## config.mk

```make
export PLATFORM = sky130hd
export DESIGN_NAME = mac_acct
export DESIGN_NICKNAME = d
export VERILOG_FILES = /design/src/sv/mac_pkg.sv /design/src/sv/mac_acct.sv
export SDC_FILE = /design/constraint.sdc
export NUM_CORES = 2
export LEC_CHECK = 0
export ABC_AREA = 1
export BUFFER_PORTS_ARGS = -buffer_cell sky130_fd_sc_hd__buf_2
export CAP_MARGIN = 20
export CORE_MARGIN = 2
export CORE_UTILIZATION = 30
export DETAILED_ROUTE_END_ITERATION = 8
export GPL_TIMING_DRIVEN = 1
export MAX_ROUTING_LAYER = met4
export PLACE_DENSITY = 0.42
export REMOVE_ABC_BUFFERS = 1
export SYNTH_ARGS = -nofsm -noshare
export SYNTH_HDL_FRONTEND = slang
export SYNTH_SLANG_ARGS = --single-unit
export TNS_END_PERCENT = 20
```

## constraint.sdc

```tcl
create_clock -name clk -period 11.1 [get_ports clk]
set_input_delay 1.11 -clock clk [delete_from_list [all_inputs] [get_ports clk]]
set_output_delay 1.11 -clock clk [all_outputs]
set_load 0.01 [all_outputs]
```

## src/sv/mac_pkg.sv

```systemverilog
// Shared package for the moving-average crossover trader.
// Holds widths, codes, stage payload structs and the window clamp function.
// No dependencies; every other file refers to it by scoped names.
package mac_pkg;

  // Ring depth. It must be a power of two because ring indexes wrap by truncation.
  localparam int MAX_WINDOW = 256;
  localparam int PRICE_BITS = 32;

  localparam int AW        = $clog2(MAX_WINDOW);
  localparam int CNT_W     = $clog2(MAX_WINDOW + 1);
  localparam int WIN_W     = 9;
  localparam int EXT_W     = (WIN_W > CNT_W) ? WIN_W : CNT_W;
  localparam int SIZE_W    = 16;
  localparam int SUM_W     = PRICE_BITS + AW;
  localparam int PROD_W    = SUM_W + CNT_W;
  localparam int DIFF_W    = PRICE_BITS + 1;
  localparam int PROFIT_W  = DIFF_W + SIZE_W + 1;
  localparam int ADD_W     = PROFIT_W + 1;
  localparam int PNL_W     = 48;
  localparam int DD_W      = 47;
  localparam int DDX_W     = PNL_W + 1;
  localparam int CNT_OUT_W = 32;
  localparam int TP_W      = 32;
  localparam int ACT_W     = 3;

  localparam int IN_DATA_W  = 32;
  localparam int OUT_BITS   = TP_W + PNL_W + DD_W + 2 * CNT_OUT_W;
  localparam int OUT_DATA_W = ((OUT_BITS + 7) / 8) * 8;

  localparam int CFG_IDX_W  = 2;
  localparam int CFG_DATA_W = 16;

  localparam logic [CFG_IDX_W-1:0] CFG_SHORT = 2'd0;
  localparam logic [CFG_IDX_W-1:0] CFG_LONG  = 2'd1;
  localparam logic [CFG_IDX_W-1:0] CFG_SIZE  = 2'd2;

  localparam logic [WIN_W-1:0]  SHORT_RESET = 9'd20;
  localparam logic [WIN_W-1:0]  LONG_RESET  = 9'd50;
  localparam logic [SIZE_W-1:0] SIZE_RESET  = 16'd1;

  localparam logic [PNL_W-1:0] PNL_MAX = {1'b0, {(PNL_W-1){1'b1}}};
  localparam logic [PNL_W-1:0] PNL_MIN = {1'b1, {(PNL_W-1){1'b0}}};

  typedef enum logic [ACT_W-1:0] {
    ACT_NONE      = 3'd0,
    ACT_BUY       = 3'd1,
    ACT_SELL      = 3'd2,
    ACT_FORCE     = 3'd3,
    ACT_BUY_FORCE = 3'd4
  } act_t;

  typedef struct packed {
    logic [CNT_W-1:0] l;
    logic [CNT_W-1:0] s;
  } win_t;

  // Item leaving the ring stage: new price, the two prices that drop out of
  // the windows and the fill-level flags.
  typedef struct packed {
    logic [PRICE_BITS-1:0] price;
    logic                  last;
    logic [PRICE_BITS-1:0] old_s;
    logic [PRICE_BITS-1:0] old_l;
    logic                  use_s;
    logic                  use_l;
    logic                  rel_ok;
  } s1_t;

  // Trade decision for one item.
  typedef struct packed {
    act_t                     action;
    logic [PRICE_BITS-1:0]    price;
    logic                     close;
    logic                     win;
    logic signed [DIFF_W-1:0] diff;
  } dec_t;

  typedef struct packed {
    act_t                    action;
    logic [TP_W-1:0]         tprice;
    logic signed [PNL_W-1:0] pnl;
    logic [DD_W-1:0]         max_dd;
    logic [CNT_OUT_W-1:0]    trades;
    logic [CNT_OUT_W-1:0]    wins;
  } res_t;

  // Zero acts as one, long is capped at the ring depth, short at long.
  function automatic win_t eff_windows(input logic [WIN_W-1:0] short_reg,
                                       input logic [WIN_W-1:0] long_reg);
    logic [EXT_W-1:0] l_x;
    logic [EXT_W-1:0] s_x;
    win_t             w;
    l_x = EXT_W'(long_reg);
    if (l_x == '0) l_x = EXT_W'(1);
    if (l_x > EXT_W'(MAX_WINDOW)) l_x = EXT_W'(MAX_WINDOW);
    s_x = EXT_W'(short_reg);
    if (s_x == '0) s_x = EXT_W'(1);
    if (s_x > l_x) s_x = l_x;
    w.l = CNT_W'(l_x);
    w.s = CNT_W'(s_x);
    return w;
  endfunction

endpackage

```

## src/sv/mac_acct.sv

```systemverilog
// Accounting stages: trade profit, saturating PnL, trade counters, peak,
// drawdown and the result register. Depends on mac_pkg.
module mac_acct (
  input  logic                       clk,
  input  logic                       rst_n,
  input  logic [mac_pkg::SIZE_W-1:0] size,
  input  logic                       d_valid,
  input  mac_pkg::dec_t              d,
  output logic                       d_ready,
  output logic                       out_valid,
  output mac_pkg::res_t              res,
  input  logic                       out_ready
);

  // Profit stage.
  logic                             v5_r, v5_nxt;
  mac_pkg::act_t                    act5_r;
  logic [mac_pkg::PRICE_BITS-1:0]   tp5_r;
  logic                             close5_r, win5_r;
  logic signed [mac_pkg::PROFIT_W-1:0] profit5_r, profit_nxt;

  // PnL stage.
  logic                             v6_r, v6_nxt;
  mac_pkg::act_t                    act6_r;
  logic [mac_pkg::PRICE_BITS-1:0]   tp6_r;
  logic signed [mac_pkg::PNL_W-1:0] pnl_r, pnl_nxt;
  logic signed [mac_pkg::ADD_W-1:0] pnl_sum;
  logic [mac_pkg::ADD_W-mac_pkg::PNL_W:0] pnl_hi;
  logic [mac_pkg::CNT_OUT_W-1:0]    trades_r, trades_nxt, wins_r, wins_nxt;

  // Peak stage.
  logic                             v7_r, v7_nxt;
  mac_pkg::act_t                    act7_r;
  logic [mac_pkg::PRICE_BITS-1:0]   tp7_r;
  logic signed [mac_pkg::PNL_W-1:0] pnl7_r, peak_r, peak_nxt;
  logic signed [mac_pkg::DDX_W-1:0] dd_raw;
  logic [mac_pkg::DD_W-1:0]         dd_nxt, dd7_r;
  logic [mac_pkg::CNT_OUT_W-1:0]    trades7_r, wins7_r;
  logic                             new_peak;

  // Result register.
  logic                             v8_r, v8_nxt;
  mac_pkg::act_t                    act8_r;
  logic [mac_pkg::PRICE_BITS-1:0]   tp8_r;
  logic signed [mac_pkg::PNL_W-1:0] pnl8_r;
  logic [mac_pkg::DD_W-1:0]         worst_r, worst_nxt;
  logic [mac_pkg::CNT_OUT_W-1:0]    trades8_r, wins8_r;

  logic rdy5, rdy6, rdy7, rdy8, load5, load6, load7, load8;

  assign rdy8    = !v8_r || out_ready;
  assign rdy7    = !v7_r || rdy8;
  assign rdy6    = !v6_r || rdy7;
  assign rdy5    = !v5_r || rdy6;
  assign d_ready = rdy5;
  assign load5   = d_valid && rdy5;
  assign load6   = v5_r && rdy6;
  assign load7   = v6_r && rdy7;
  assign load8   = v7_r && rdy8;

  assign v5_nxt = load5 || (v5_r && !rdy6);
  assign v6_nxt = load6 || (v6_r && !rdy7);
  assign v7_nxt = load7 || (v7_r && !rdy8);
  assign v8_nxt = load8 || (v8_r && !out_ready);

  // Signed product, so a losing trade extends with its sign.
  always_comb begin
    profit_nxt = '0;
    if (d.close) profit_nxt = $signed(d.diff) * $signed({1'b0, size});
  end

  // Saturate when the sum does not fit the PnL width.
  always_comb begin
    pnl_sum = mac_pkg::ADD_W'(pnl_r) + mac_pkg::ADD_W'(profit5_r);
    pnl_hi  = pnl_sum[mac_pkg::ADD_W-1:mac_pkg::PNL_W-1];
    if ((&pnl_hi) || !(|pnl_hi)) pnl_nxt = pnl_sum[mac_pkg::PNL_W-1:0];
    else if (pnl_sum[mac_pkg::ADD_W-1]) pnl_nxt = mac_pkg::PNL_MIN;
    else pnl_nxt = mac_pkg::PNL_MAX;

    trades_nxt = trades_r;
    wins_nxt   = wins_r;
    if (close5_r && trades_r != '1) trades_nxt = trades_r + 1'b1;
    if (close5_r && win5_r && wins_r != '1) wins_nxt = wins_r + 1'b1;
  end

  always_comb begin
    new_peak = pnl_r > peak_r;
    peak_nxt = new_peak ? pnl_r : peak_r;
    dd_raw   = mac_pkg::DDX_W'(peak_r) - mac_pkg::DDX_W'(pnl_r);
    if (new_peak) dd_nxt = '0;
    else if (dd_raw[mac_pkg::DDX_W-1:mac_pkg::DD_W] != '0) dd_nxt = '1;
    else dd_nxt = dd_raw[mac_pkg::DD_W-1:0];
    worst_nxt = (dd7_r > worst_r) ? dd7_r : worst_r;
  end

  always_ff @(posedge clk) begin
    if (!rst_n) begin
      v5_r     <= 1'b0;
      v6_r     <= 1'b0;
      v7_r     <= 1'b0;
      v8_r     <= 1'b0;
      pnl_r    <= '0;
      trades_r <= '0;
      wins_r   <= '0;
      peak_r   <= '0;
      worst_r  <= '0;
    end else begin
      v5_r <= v5_nxt;
      v6_r <= v6_nxt;
      v7_r <= v7_nxt;
      v8_r <= v8_nxt;
      if (load6) begin
        pnl_r    <= pnl_nxt;
        trades_r <= trades_nxt;
        wins_r   <= wins_nxt;
      end
      if (load7) peak_r <= peak_nxt;
      if (load8) worst_r <= worst_nxt;
    end
  end

  always_ff @(posedge clk) begin
    if (load5) begin
      act5_r    <= d.action;
      tp5_r     <= d.price;
      close5_r  <= d.close;
      win5_r    <= d.win;
      profit5_r <= profit_nxt;
    end
    if (load6) begin
      act6_r <= act5_r;
      tp6_r  <= tp5_r;
    end
    if (load7) begin
      act7_r    <= act6_r;
      tp7_r     <= tp6_r;
      pnl7_r    <= pnl_r;
      dd7_r     <= dd_nxt;
      trades7_r <= trades_r;
      wins7_r   <= wins_r;
    end
    if (load8) begin
      act8_r    <= act7_r;
      tp8_r     <= tp7_r;
      pnl8_r    <= pnl7_r;
      trades8_r <= trades7_r;
      wins8_r   <= wins7_r;
    end
  end

  assign out_valid  = v8_r;
  assign res.action = act8_r;
  assign res.tprice = mac_pkg::TP_W'(tp8_r);
  assign res.pnl    = pnl8_r;
  assign res.max_dd = worst_r;
  assign res.trades = trades8_r;
  assign res.wins   = wins8_r;

  a_wins_le_trades: assert property (@(posedge clk) disable iff (!rst_n)
    v8_r |-> trades8_r >= wins8_r)
    else $error("more wins than closed trades");

  a_dd_monotone: assert property (@(posedge clk) disable iff (!rst_n)
    $past(rst_n) |-> worst_r >= $past(worst_r))
    else $error("maximum drawdown decreased");

endmodule

```

# Word level (Yosys, flattened, before mapping)
# Index checks and enable logic that the tools add are counted.
# word_totals
regBits,674
out_inout_bits,196
word_cells,75
# op_classes
add_sub_neg,4
multipliers,1
n_lt_le_gt_ge,2
n_eq_ne,2
mux,3
n_reduce_logical,36
# op_table
cell,n
2-to-1 mux 48 bit,2
"adder 32 x 1 -> 32 bit, second input constant",2
"!= test 32 bit, second input constant",2
adder 48 x 50 -> 51 bit,1
multiplier 33 x 17 -> 50 bit,1
subtractor 48 x 48 -> 49 bit,1
> comparator 48 bit,1
> comparator 47 bit,1
2-to-1 mux 47 bit,1
logical AND 1 bit,11
logical NOT 1 bit,9
logical OR 1 bit,9
AND reduction 2 bit,4
AND reduction 4 bit,1
OR reduction 4 bit,1
nonzero test 2 bit,1

# Logic depth before layout (Yosys ltp)
# logic_depth
word_depth,7
depth_mapped,31
ltp_nobuf,29

# Worst setup path before layout
# No wires, ideal clock.
# synth_path
path_type,input to register
startpoint,input out_ready
endpoint,register worst_r[32] (netlist name)
setup_ps,70
arrival_time_ps,9436
t_required_ps,11030
path_slack_ps,1594
path_stages,8
path_cell_list,inv_1 a21oi_1 nand2_1 inv_1 clkbuf_1 clkbuf_1 nand3_1 a21oi_1
# synth_between
elab_chain_len,3
# synth_rtl
element,line,source
"start, declared",mac_acct.sv:12,input logic out_ready
logical OR 1 bit,mac_acct.sv:51,assign rdy8 = !v8_r || out_ready;
logical AND 1 bit,mac_acct.sv:59,assign load8 = v7_r && rdy8;
named net load8,mac_acct.sv:49,"logic rdy5, rdy6, rdy7, rdy8, load5, load6, load7, load8;"
AND reduction 2 bit (no source line),--,
"end signal, assigned",mac_acct.sv:118,if (load8) worst_r <= worst_nxt;
"end, declared",mac_acct.sv:46,"logic [mac_pkg::DD_W-1:0] worst_r, worst_nxt;"
# The timed path passes the listed nets, and every way through them passes these cells.
# A chain may end at the register's enable or synchronous reset.

# Worst setup path after layout
# layout_path
startpoint,input size[2] (netlist name)
endpoint,"register profit5_r[45] (netlist name), data pin"
# layout_between
elab_chain_len,1
# layout_rtl
element,line,source
"start, declared",mac_acct.sv:6,"input logic [mac_pkg::SIZE_W-1:0] size,"
multiplier 33 x 17 -> 50 bit,mac_acct.sv:69,"if (d.close) profit_nxt = $signed(d.diff) * $signed({1'b0, size});"
"end signal, assigned",mac_acct.sv:128,profit5_r <= profit_nxt;
"end, declared",mac_acct.sv:20,"logic signed [mac_pkg::PROFIT_W-1:0] profit5_r, profit_nxt;"
# No other way between the ends.

==> metrics.cfg <==
[global_routing]
grt_max_degree=97
gr-total-overflow=0
globalRouteMet3Util_pct=1.65
grt_antenna_before_repair=2
top_usage_layer=met2
grt.total_usage_pct=18.1
grt_pass1_wl_mm=244
grt_pass1_vias=41106
grt_use_met1_pct=23.8
grt_use_met2_pct=29.8

[final_layout]
area_growth_pct=11.5
layout_commonest_cell=nand2_1
final_cell_mix=nand2_1, inv_1, fa_1
layout-drive-gt1-share_pct=8.87
nNetsFinal=7222
fill_cells=18379

[cts]
cts_inserted_buffers=72
hold_buffers=0
cts_tree=yes
clkSinkCount=674
clk_pin_slew_ps=60
cts_buffer_depth=3
clk-insertion-delay-late_ps=660
cts_setup_buffers=0
htreeDepth=3
cts_resized=0
clockRootBuffer=clkbuf_16

[timing]
min_period_ps=7620
rsz0062_at_grt=no
hold_viol_final=0
slew_violations=0
finalClockSkew_ps=32.3
fmax_ghz=0.131
finalSetupViolCount=0
slew-limit-headroom_pct=32.0
worst_slew_pin_slew_ps=1020
finalSetupTns_ps=0
period_share_pct=68.6

[worst_setup_path]
cp-start-kind=primary input
cp_cell_sequence=buf_2, nand2_1, inv_1, fa_1, fa_1, fa_1, fa_1, fa_1, inv_1, fa_1, inv_1, ha_1, nand2_1, nor2_1, inv_1, nor3_1, o2111ai_1, nand3_1, a21o_1, o21ai_0, a21oi_1
critPathArrivalTime_ps=8120
path_delay_family=adder cells
rrSetupSlack_ps=7350
cpPeakStageDelay_ps=870
critPathBufInv=5
cp_common_cell=fa_1
worstPathRequired_ps=11600
cp_max_fo=33
critPathCaptureType=flop
slowest_stage=fa_1
path_class=in2reg

[yosys]
synth_cell_types=52
synthCells=6195
synthArstFlopShare_pct=0
synth_area_um2=52300
synth.avg_cell_area_um2=8.45
synthFlopType=edfxtp_1
synth_edf_count=463
synth_warnings=0
seq_area_frac_synth_pct=34.6
ys_seq_elements=674

[floorplan]
core_area_um2=174000
rows=153
die_w_um=422
start_util_pct=30.1
die-area_um2=178000
die_height_um=422
ios=286

[detailed_routing]
post_drt_wl_per_cell_um=17.8
drc=0
ant_nets=0
first_pass_iters=6
drt-initial-drc-count=2409
wl_mm=156
vias=39306
via_per_inst=4.50

[worst_hold_path]
hold_class=reg2reg

[run_status]
status=completed

[job]
maxCapViolCount=0

[place]
hpwlAfterDp_mm=121
port_buffers=285
gp_congestion=0.916

## cell type report
class                      instances  area (um^2)  area share [%]
clock buffer                      86         1910            3.26
antenna                            1         2.50         0.00429
timing repair buffer             312         1650            2.83
multi-input combinational       3958        28200            48.3
clock inverter                    45          549           0.941
sequential                       674        18100            31.1
inverter                        1342         5050            8.64
tap                             2325         2910            4.98
## synthesized netlist by cell type, drive strengths merged (3+ instances only)
cell type	number	share of area [%]
a21boi	5	0.072
a21o	8	0.11
a21oi	395	4.0
a31oi	22	0.26
and2	3	0.036
and3	5	0.060
buf	47	0.73
clkbuf	174	1.2
dfxtp	211	8.1
edfxtp	463	27
fa	505	19
ha	267	6.4
inv	1341	9.6
nand2	1483	11
nand3	204	2.1
nand3b	5	0.072
nand4	47	0.56
nor2	520	4.0
nor3	70	0.72
nor3b	3	0.043
nor4	33	0.42
o211ai	4	0.057
o21a	12	0.17
o21ai	193	1.9
o21bai	33	0.47
or2	3	0.036
xnor2	40	0.67
xor2	88	1.5
## flip-flops by register name (all words and copies together) (netlist names), 32 cells and up
register	cells
profit5_r	50
peak_r	48
pnl7_r	48
pnl8_r	48
pnl_r	48
dd7_r	47
worst_r	47
tp5_r	32
tp6_r	32
tp7_r	32
tp8_r	32
trades7_r	32
trades8_r	32
trades_r	32
wins7_r	32
wins8_r	32
wins_r	32
## per-stage QoR
step / utilization [%] / setup WS [ps] / instance area (um^2) / std cells / hold slack (ps)
2_1_floorplan: - / 378 / 51300 / 5974 / 400
3_3_place_gp: 32.2 / 2580 / 55900 / 8610 / 400
3_5_place_dp: 32.2 / 2560 / 55900 / 8610 / 405
4_1_cts: 33.6 / 3290 / 58300 / 8741 / 400
5_1_grt: 33.6 / 2980 / 58400 / 8743 / 413
6_report: 33.6 / 3480 / 58400 / 8743 / 402
## metal layers
layer / part of all wire [%] / vias up
met2: 47 / 710
li1: - / 19475
met5: 0 / -
met4: 2.6 / 0
met1: 47 / 18948
met3: 3.0 / 173
## logic make-up (layout without fill, tap and decap cells)
logic type / count (synthesis) / after routing / synth area share (%)
AO/OA/AOI/OAI: 682 / 682 / 7.16
XOR/XNOR: 128 / 128 / 2.14
adder cells (fa/ha/maj): 772 / 772 / 25.7
buffers and inverters: 1563 / 1785 / 11.6
flip-flops: 674 / 674 / 34.6
other: 0 / 1 / 0
AND/OR/NAND/NOR: 2376 / 2376 / 18.8
## final timing paths
check | from | to | cells past startpoint
setup / recovery | size[2] | profit5_r[45] | 21
hold / removal | pnl7_r[45] | pnl8_r[45] | 0
setup reg to reg | pnl_r[13] | dd7_r[1] | 14
hold reg to reg | pnl7_r[45] | pnl8_r[45] | 0
Power is left out: the tool's default activity adds up to more than one toggle a clock period on the data nets, which glitch-free logic cannot reach.
