<file path="src/sv/mac_pkg.sv">
// Shared package for the moving-average crossover trader.
// Holds widths, codes, stage payload structs and the window clamp function.
// No dependencies; every other file refers to it by scoped names.
package mac_pkg;

  // Ring depth. It must be a power of two because ring indexes wrap by truncation.
  localparam int MAX_WINDOW = 256;
  localparam int PRICE_BITS = 32;

  localparam int AW        = $clog2(MAX_WINDOW);
  localparam int CNT_W     = $clog2(MAX_WINDOW + 1);
  localparam int WIN_W     = 9;
  localparam int EXT_W     = (WIN_W > CNT_W) ? WIN_W : CNT_W;
  localparam int SIZE_W    = 16;
  localparam int SUM_W     = PRICE_BITS + AW;
  localparam int PROD_W    = SUM_W + CNT_W;
  localparam int DIFF_W    = PRICE_BITS + 1;
  localparam int PROFIT_W  = DIFF_W + SIZE_W + 1;
  localparam int ADD_W     = PROFIT_W + 1;
  localparam int PNL_W     = 48;
  localparam int DD_W      = 47;
  localparam int DDX_W     = PNL_W + 1;
  localparam int CNT_OUT_W = 32;
  localparam int TP_W      = 32;
  localparam int ACT_W     = 3;

  localparam int IN_DATA_W  = 32;
  localparam int OUT_BITS   = TP_W + PNL_W + DD_W + 2 * CNT_OUT_W;
  localparam int OUT_DATA_W = ((OUT_BITS + 7) / 8) * 8;

  localparam int CFG_IDX_W  = 2;
  localparam int CFG_DATA_W = 16;

  localparam logic [CFG_IDX_W-1:0] CFG_SHORT = 2'd0;
  localparam logic [CFG_IDX_W-1:0] CFG_LONG  = 2'd1;
  localparam logic [CFG_IDX_W-1:0] CFG_SIZE  = 2'd2;

  localparam logic [WIN_W-1:0]  SHORT_RESET = 9'd20;
  localparam logic [WIN_W-1:0]  LONG_RESET  = 9'd50;
  localparam logic [SIZE_W-1:0] SIZE_RESET  = 16'd1;

  localparam logic [PNL_W-1:0] PNL_MAX = {1'b0, {(PNL_W-1){1'b1}}};
  localparam logic [PNL_W-1:0] PNL_MIN = {1'b1, {(PNL_W-1){1'b0}}};

  typedef enum logic [ACT_W-1:0] {
    ACT_NONE      = 3'd0,
    ACT_BUY       = 3'd1,
    ACT_SELL      = 3'd2,
    ACT_FORCE     = 3'd3,
    ACT_BUY_FORCE = 3'd4
  } act_t;

  typedef struct packed {
    logic [CNT_W-1:0] l;
    logic [CNT_W-1:0] s;
  } win_t;

  // Item leaving the ring stage: new price, the two prices that drop out of
  // the windows and the fill-level flags.
  typedef struct packed {
    logic [PRICE_BITS-1:0] price;
    logic                  last;
    logic [PRICE_BITS-1:0] old_s;
    logic [PRICE_BITS-1:0] old_l;
    logic                  use_s;
    logic                  use_l;
    logic                  rel_ok;
  } s1_t;

  // Trade decision for one item.
  typedef struct packed {
    act_t                     action;
    logic [PRICE_BITS-1:0]    price;
    logic                     close;
    logic                     win;
    logic signed [DIFF_W-1:0] diff;
  } dec_t;

  typedef struct packed {
    act_t                    action;
    logic [TP_W-1:0]         tprice;
    logic signed [PNL_W-1:0] pnl;
    logic [DD_W-1:0]         max_dd;
    logic [CNT_OUT_W-1:0]    trades;
    logic [CNT_OUT_W-1:0]    wins;
  } res_t;

  // Zero acts as one, long is capped at the ring depth, short at long.
  function automatic win_t eff_windows(input logic [WIN_W-1:0] short_reg,
                                       input logic [WIN_W-1:0] long_reg);
    logic [EXT_W-1:0] l_x;
    logic [EXT_W-1:0] s_x;
    win_t             w;
    l_x = EXT_W'(long_reg);
    if (l_x == '0) l_x = EXT_W'(1);
    if (l_x > EXT_W'(MAX_WINDOW)) l_x = EXT_W'(MAX_WINDOW);
    s_x = EXT_W'(short_reg);
    if (s_x == '0) s_x = EXT_W'(1);
    if (s_x > l_x) s_x = l_x;
    w.l = CNT_W'(l_x);
    w.s = CNT_W'(s_x);
    return w;
  endfunction

endpackage

</file>
<file path="src/sv/mac_signal.sv">
// Signal stages: running window sums, cross-multiplied averages and the
// buy/sell decision with position state. Depends on mac_pkg.
module mac_signal (
  input  logic          clk,
  input  logic          rst_n,
  input  logic          series_clr,
  input  mac_pkg::win_t win,
  input  logic          s1_valid,
  input  mac_pkg::s1_t  s1,
  output logic          s1_ready,
  output logic          d_valid,
  output mac_pkg::dec_t d,
  input  logic          d_ready
);

  typedef enum logic [1:0] {
    REL_LESS    = 2'd0,
    REL_EQUAL   = 2'd1,
    REL_GREATER = 2'd2
  } rel_t;

  // Sum stage.
  logic                           v2_r, v2_nxt;
  logic [mac_pkg::SUM_W-1:0]      acc_s_r, acc_s_nxt, acc_l_r, acc_l_nxt;
  logic [mac_pkg::SUM_W-1:0]      ss_r, ls_r, sum_s, sum_l;
  logic [mac_pkg::PRICE_BITS-1:0] price2_r;
  logic                           last2_r, dec2_r, rel2_r;

  // Product stage.
  logic                           v3_r, v3_nxt;
  logic [mac_pkg::PROD_W-1:0]     a_r, b_r;
  logic [mac_pkg::PRICE_BITS-1:0] price3_r;
  logic                           last3_r, dec3_r, rel3_r;

  // Decision stage.
  logic                           v4_r, v4_nxt;
  mac_pkg::dec_t                  d_r, d_nxt;
  logic                           holding_r, holding_nxt;
  logic [mac_pkg::PRICE_BITS-1:0] entry_r, entry_nxt, entry_use;
  rel_t                           prev_r, prev_nxt, rel;
  logic                           buy, xsell, held, force_cl;

  logic rdy2, rdy3, rdy4, load2, load3, load4;

  assign rdy4     = !v4_r || d_ready;
  assign rdy3     = !v3_r || rdy4;
  assign rdy2     = !v2_r || rdy3;
  assign s1_ready = rdy2;
  assign load2    = s1_valid && rdy2;
  assign load3    = v2_r && rdy3;
  assign load4    = v3_r && rdy4;

  assign v2_nxt = load2 || (v2_r && !rdy3);
  assign v3_nxt = load3 || (v3_r && !rdy4);
  assign v4_nxt = load4 || (v4_r && !d_ready);

  // Oldest sample leaves, newest enters; the final value is never negative
  // so wrapping arithmetic is exact.
  assign sum_s = acc_s_r - (s1.use_s ? mac_pkg::SUM_W'(s1.old_s) : '0)
                 + mac_pkg::SUM_W'(s1.price);
  assign sum_l = acc_l_r - (s1.use_l ? mac_pkg::SUM_W'(s1.old_l) : '0)
                 + mac_pkg::SUM_W'(s1.price);

  always_comb begin
    acc_s_nxt = acc_s_r;
    acc_l_nxt = acc_l_r;
    if (series_clr) begin
      acc_s_nxt = '0;
      acc_l_nxt = '0;
    end else if (load2) begin
      acc_s_nxt = s1.last ? '0 : sum_s;
      acc_l_nxt = s1.last ? '0 : sum_l;
    end
  end

  always_comb begin
    rel = (a_r > b_r) ? REL_GREATER : ((a_r < b_r) ? REL_LESS : REL_EQUAL);
    buy   = 1'b0;
    xsell = 1'b0;
    if (rel3_r && dec3_r) begin
      if (!holding_r) buy = (prev_r != REL_GREATER) && (rel == REL_GREATER);
      else            xsell = (prev_r != REL_LESS) && (rel == REL_LESS);
    end
    held      = (holding_r || buy) && !xsell;
    force_cl  = last3_r && held;
    entry_use = buy ? price3_r : entry_r;

    if (force_cl)   d_nxt.action = buy ? mac_pkg::ACT_BUY_FORCE : mac_pkg::ACT_FORCE;
    else if (buy)   d_nxt.action = mac_pkg::ACT_BUY;
    else if (xsell) d_nxt.action = mac_pkg::ACT_SELL;
    else            d_nxt.action = mac_pkg::ACT_NONE;

    d_nxt.price = (buy || xsell || force_cl) ? price3_r : '0;
    d_nxt.close = xsell || force_cl;
    d_nxt.win   = price3_r > entry_use;
    d_nxt.diff  = {1'b0, price3_r} - {1'b0, entry_use};

    holding_nxt = holding_r;
    entry_nxt   = entry_r;
    prev_nxt    = prev_r;
    if (load4) begin
      holding_nxt = held && !last3_r;
      if (buy) entry_nxt = price3_r;
      if (last3_r)     prev_nxt = REL_EQUAL;
      else if (rel3_r) prev_nxt = rel;
    end
    if (series_clr) prev_nxt = REL_EQUAL;
  end

  always_ff @(posedge clk) begin
    if (!rst_n) begin
      v2_r      <= 1'b0;
      v3_r      <= 1'b0;
      v4_r      <= 1'b0;
      acc_s_r   <= '0;
      acc_l_r   <= '0;
      holding_r <= 1'b0;
      entry_r   <= '0;
      prev_r    <= REL_EQUAL;
    end else begin
      v2_r      <= v2_nxt;
      v3_r      <= v3_nxt;
      v4_r      <= v4_nxt;
      acc_s_r   <= acc_s_nxt;
      acc_l_r   <= acc_l_nxt;
      holding_r <= holding_nxt;
      entry_r   <= entry_nxt;
      prev_r    <= prev_nxt;
    end
  end

  always_ff @(posedge clk) begin
    if (load2) begin
      ss_r     <= sum_s;
      ls_r     <= sum_l;
      price2_r <= s1.price;
      last2_r  <= s1.last;
      dec2_r   <= s1.use_l;
      rel2_r   <= s1.rel_ok;
    end
    if (load3) begin
      a_r      <= ss_r * win.l;
      b_r      <= ls_r * win.s;
      price3_r <= price2_r;
      last3_r  <= last2_r;
      dec3_r   <= dec2_r;
      rel3_r   <= rel2_r;
    end
    if (load4) d_r <= d_nxt;
  end

  assign d_valid = v4_r;
  assign d       = d_r;

  a_buy_holds: assert property (@(posedge clk) disable iff (!rst_n)
    v4_r && d_r.action == mac_pkg::ACT_BUY |-> holding_r)
    else $error("buy shown while flat");

  a_sell_flat: assert property (@(posedge clk) disable iff (!rst_n)
    v4_r && (d_r.action == mac_pkg::ACT_SELL || d_r.action == mac_pkg::ACT_FORCE ||
             d_r.action == mac_pkg::ACT_BUY_FORCE) |-> !holding_r)
    else $error("sell shown while position open");

endmodule

</file>
<file path="config.mk">
export PLATFORM = sky130hd
export DESIGN_NAME = mac_signal
export DESIGN_NICKNAME = d
export VERILOG_FILES = /design/src/sv/mac_pkg.sv /design/src/sv/mac_signal.sv
export SDC_FILE = /design/constraint.sdc
export NUM_CORES = 2
export LEC_CHECK = 0
export BUFFER_PORTS_ARGS = -buffer_cell sky130_fd_sc_hd__buf_2
export CORE_ASPECT_RATIO = 2
export CORE_UTILIZATION = 51
export DETAILED_ROUTE_END_ITERATION = 10
export PLACE_DENSITY = 0.71
export SETUP_SLACK_MARGIN = 0.2
export SLEW_MARGIN = 20
export SYNTH_ARGS = -nofsm -noshare
export SYNTH_HDL_FRONTEND = slang
export SYNTH_SLANG_ARGS = --single-unit
</file>
<file path="constraint.sdc">
create_clock -name clk -period 10.9 [get_ports clk]
set_input_delay 0 -clock clk [delete_from_list [all_inputs] [get_ports clk]]
set_output_delay 0 -clock clk [all_outputs]
set_load 0.03 [all_outputs]
</file>
# Word level (Yosys, flattened, before mapping)
# Cells that the tools add are included.
classes:
  n_addsub: 5
  mul: 2
  magnitude_cmp: 3
  eq_ne: 2
  n_mux: 17
  bitwise_logic: 1
  n_reduce_logical: 35
ops:
  columns: ["operator", "n"]
  rows:
  - ["$mul 40x9->49", 2]
  - ["$mux 32", 3]
  - ["$add 40x32->40", 2]
  - ["$mux 40", 2]
  - ["$sub 40x32->40", 2]
  - ["$gt 49x49->1", 1]
  - ["$lt 49x49->1", 1]
  - ["$sub 32x32->33", 1]
  - ["$gt 32x32->1", 1]
  - ["$logic_and 1x1->1", 12]
  - ["$logic_or 1x1->1", 10]
  - ["$mux 2", 5]
  - ["$logic_not 1->1", 8]
  - ["$mux 3", 2]
  - ["$mux 1", 5]
  - ["$reduce_bool 2->1", 2]
  - ["$eq 2x2->1 const B", 1]
  - ["$logic_not 2->1", 1]
  - ["$ne 2x2->1 const B", 1]
  - ["$reduce_and 2->1", 1]
  - ["$reduce_or 2->1", 1]
  - ["$not 1->1", 1]
totals:
  reg_bits: 436
  input_bits: 123
  output_inout_bits: 72
  word_cells: 90

# Logic depth before layout (Yosys ltp)
logic_depth:
  ltp_word: 11
  ltp_mapped: 24

# Worst setup path after synthesis
# Ideal clock, no wire load.
synth_timing:
  kind: "register to register"
  startpoint: "register v4_r (netlist: d_valid)"
  endpoint: "register a_r[0] in the netlist's numbering (enable)"
  arrival_ns: 10.218
  path_slack_ns: -0.147
  stages_incl_launch_ff: 3
  n_path_buf: 0
  synth_period_minus_slack_ns: 11.047
  cell_sequence: "dfxtp_1 > nor2b_1 > a21boi_0"
synth_between:
  elab_chain_len: 4
synth_rtl:
  columns: ["item", "line_no", "text"]
  rows:
  - ["from (decl)", "mac_signal.sv:36", "logic v4_r, v4_nxt;"]
  - ["from (signal assigned)", "mac_signal.sv:123", "v4_r <= v4_nxt;"]
  - ["$logic_not 1->1", "mac_signal.sv:45", "assign rdy4 = !v4_r || d_ready;"]
  - ["$logic_or 1x1->1", "mac_signal.sv:45", null]
  - ["$logic_or 1x1->1", "mac_signal.sv:46", "assign rdy3 = !v3_r || rdy4;"]
  - ["$logic_and 1x1->1", "mac_signal.sv:50", "assign load3 = v2_r && rdy3;"]
  - ["net load3", "mac_signal.sv:43", "logic rdy2, rdy3, rdy4, load2, load3, load4;"]
  - ["to (signal assigned)", "mac_signal.sv:142", "a_r <= ss_r * win.l;"]
  - ["to (decl)", "mac_signal.sv:31", "logic [mac_pkg::PROD_W-1:0] a_r, b_r;"]
# The timed path passes the listed nets, and every way through them passes these cells.
# A chain may end at the register's enable or synchronous reset.

==> summary.md <==
| Metric | Value |
|---|---|
| Commonest cells after routing, fill and taps aside | `inv_1, fa_1, nand2_1, and2_1, edfxtp_1` |
| Crit path largest cell delay | `approximately 0.84 ns` |
| Synthesized area | `0.04565 mm²` |
| Post-placement worst setup slack | `3.403 ns` |
| Core area | `0.08844 mm²` |
| Fin crit share | `0.6906` |
| Worst endpoint data arrival time | `7.89 ns` |
| EDFF count, synth | `318` |
| Total CTS buffers | `43` |
| Post-synthesis sequential area ratio | `0.2609` |
| Die height | `about 430 µm` |
| CP Capture Type | `register` |
| Worst hold-check path type | `in2reg` |
| Routed length per instance | `between 20 and 25 µm` |
| GRT Total Usage | `0.2851` |
| Post-synthesis mux area share | `0.008826` |
| CTS tree | `done` |
| Root Driver | `clkbuf_16` |
| WP buf/inv | `3` |
| Yosys Warn Count | `0` |
| Setup ws final | `roughly 3.4 ns` |
| Slew margin rel. | `0.3021` |
| Die area | `slightly above 0.09 mm²` |
| Sink Count | `roughly 440` |
| Dpl hpwl | `101000 µm` |
| First-pass GRT wire length | `197900 µm` |
| Syn Inst Count | `between 4000 and 5000` |
| Most used cell, CP | `buf_4` |
| Ys flop type | `edfxtp_1` |
| Clock slew at reported path FFs | `approximately 0.070 ns` |
| Final Skew | `around 0.057 ns` |
| F_max | `132.8 MHz` |
| Req. time, crit path | `about 11 ns` |
| Synth Area in Adders | `0.3446` |
| Largest family of logic cells by synthesized area | `adder cells` |
| Antenna viol nets, final | `0` |
| Tmin final | `7.528 ns` |
| Library cells used by synthesis | `89` |
| Initial antenna violation count | `8` |
| Cells along the critical path | `ha_1, nand4_1, nor4_1, nand3_1, o311ai_1, or2_1, buf_4, and3_2, buf_4, mux2_2, ha_1, fa_1, nor2b_1, o21a_1, o21ai_0, a211oi_1, o21ai_0, buf_4, o31ai_1, a31oi_1, o2111ai_1, a21oi_1` |
| Synth Area in XOR/XNOR | `0.03281` |
| Row count | `154` |
| Number of global-route vias before repair | `roughly 37000` |
| Setup violators final | `0` |
| Synth Net Count | `5834` |
| H-tree levels | `2` |
| MaxCap Viol Count | `0` |
| Nets | `5905` |
| Longest Clk Path Bufs | `3` |
| Clock Latency Late Sink | `0.62 ns` |
| Pin count of the biggest net entering global routing | `76` |
| Critical path peak fanout | `37` |
| Area growth, synth to finish | `7.850%` |
| Ports | `195` |
| Setup TNS | `0 ns` |
| Syn_area_per_cell | `9.484 µm²` |
| Slew Limit Fails | `0` |
| Status | `completed` |
| Initial Util | `0.5161` |
| Via density | `5.665` |
| Synth Register Bits | `436` |
| Crit path launch type | `register` |
| Synth Area in Compound Gates | `0.1184` |
| Die width | `213.6 µm` |
| Final WL | `125500 µm` |
| Slew @ Worst Pin | `1.040 ns` |
| CP max-delay cell | `nor4_1` |
| Synth Area in Simple Gates | `0.1455` |
| Share of synthesized registers carrying an async set or reset | `0` |
| RSZ-0062 raised after global routing | `false` |
| Crit path kind | `reg2reg` |
| Post-CTS Setup Inserts | `0` |
| Gr ovfl total | `0` |
| Port-buffer cells | `194` |
| DRT iter0 DRCs | `between 1500 and 2000` |
| Commonest non-fill, non-tap cell in the layout | `inv_1` |
| Delay-heaviest family, CP | `compound AO/OA/AOI/OAI gates` |
| Pre-antenna DRT Iters | `5` |
| Total number of vias | `~34000` |
| Final Hold Fails | `0` |
| Post-route DRC violation count | `0` |
| Routability cong. | `approximately 0.95` |
| Layout cells sized above 1 | `0.06547` |
## layout make-up
class                           instances  area (µm²)
Antenna cell                            2       5.005
Clock buffer                           56        1145
Clock inverter                         23       289.0
Fill cell                            7921       39210
Inverter                              853        3207
Multi-Input combinational cell       3300       29720
Sequential cell                       436       11910
Tap cell                             1170        1464
Timing Repair Buffer                  250        1486
## logic make-up after synthesis
logic type,count (synthesis)
compound gates,814
xor+xnor,171
fa+ha+maj,898
buf+inv,1077
flops,436
mux,40
simple gates,1377
## metrics by stage
step           utilization  cell area (µm²)  hold WS, ns  std cells
4_1_cts             0.5565            49220      0.02715       6088
3_3_place_gp        0.5359            47400       0.1777       5971
2_1_floorplan            -            45650      0.09887       4813
5_1_grt             0.5566            49230      0.04135       6088
6_report            0.5567            49230     0.008671       6090
3_5_place_dp        0.5360            47410       0.1815       5971
## metal layers
| metal | wire [µm] | global-route usage | vias to the layer above |
|---|---|---|---|
| met5 | 0 | 0 | - |
| met3 | 6175 | 0.02641 | 371 |
| met1 | 45510 | 0.3203 | 17330 |
| met4 | 7701 | 0.1585 | 0 |
| met2 | 66090 | 0.5217 | 1135 |
| li1 | - | - | 15660 |
## worst paths after layout
| path | start | cells past startpoint | slack, ns | endpoint |
|---|---|---|---|---|
| setup / recovery | a_r[44] | 22 | 3.37 | d[32] |
| hold / removal | s1[1] | 1 | 0.009 | dec2_r |
| setup reg to reg | a_r[44] | 22 | 3.37 | d[32] |
| hold reg to reg | price2_r[15] | 0 | 0.42 | price3_r[15] |
## registers in the layout, summed over array words and instances (netlist names), 2 cells and up
name	flops
ss_r	40
acc_s_r	40
price3_r	32
d	70
a_r	49
b_r	49
prev_r	2
entry_r	32
acc_l_r	40
price2_r	32
ls_r	40
## cell usage after synthesis, types with 5 or more instances
cell type    n  area (µm²)
nand2_1    583        2188
nand4_1     45       281.5
and3_1      25       156.4
o2111ai_1    8       70.07
or3_1       11       68.82
nand2b_1    20       125.1
dfxtp_1    118        2362
or2_2        7       43.79
nor3_1      35       175.2
fa_1       599       11990
o21bai_1    37       277.8
a21o_1     132       991.0
a41oi_1      5       43.79
a21oi_1    243        1216
clkbuf_1   178       668.1
a22o_1      26       227.7
a22oi_1     38       285.3
o21ai_0    128       640.6
o31ai_1     13       97.59
nor2_1     163       611.8
a311oi_1     5       43.79
o21ai_1      5       25.02
buf_1       38       142.6
o21a_1      22       165.2
and4_1       6       52.55
o22ai_1      5       31.28
nand3_1     80       400.4
a31oi_1     29       181.4
nor2b_1     28       175.2
a21boi_0    13       97.59
xnor2_1    113       989.7
o211ai_1    19       142.6
inv_1      851        3194
nor4_1       5       31.28
ha_1       299        3741
and2_1     357        2233
mux2i_1     38       380.4
a211o_1      9       78.83
xor2_1      58       508.0
edfxtp_1   318        9549
a211oi_1    20       150.1
## what timing repair did
action                                 CTS  global route
hold buffers                            38             0
endpoints found under the hold margin   42             0
resized for setup                        0             0
Power is not shown: default switching activity piles up to over one toggle a cycle in this logic, so the estimate is an artifact.
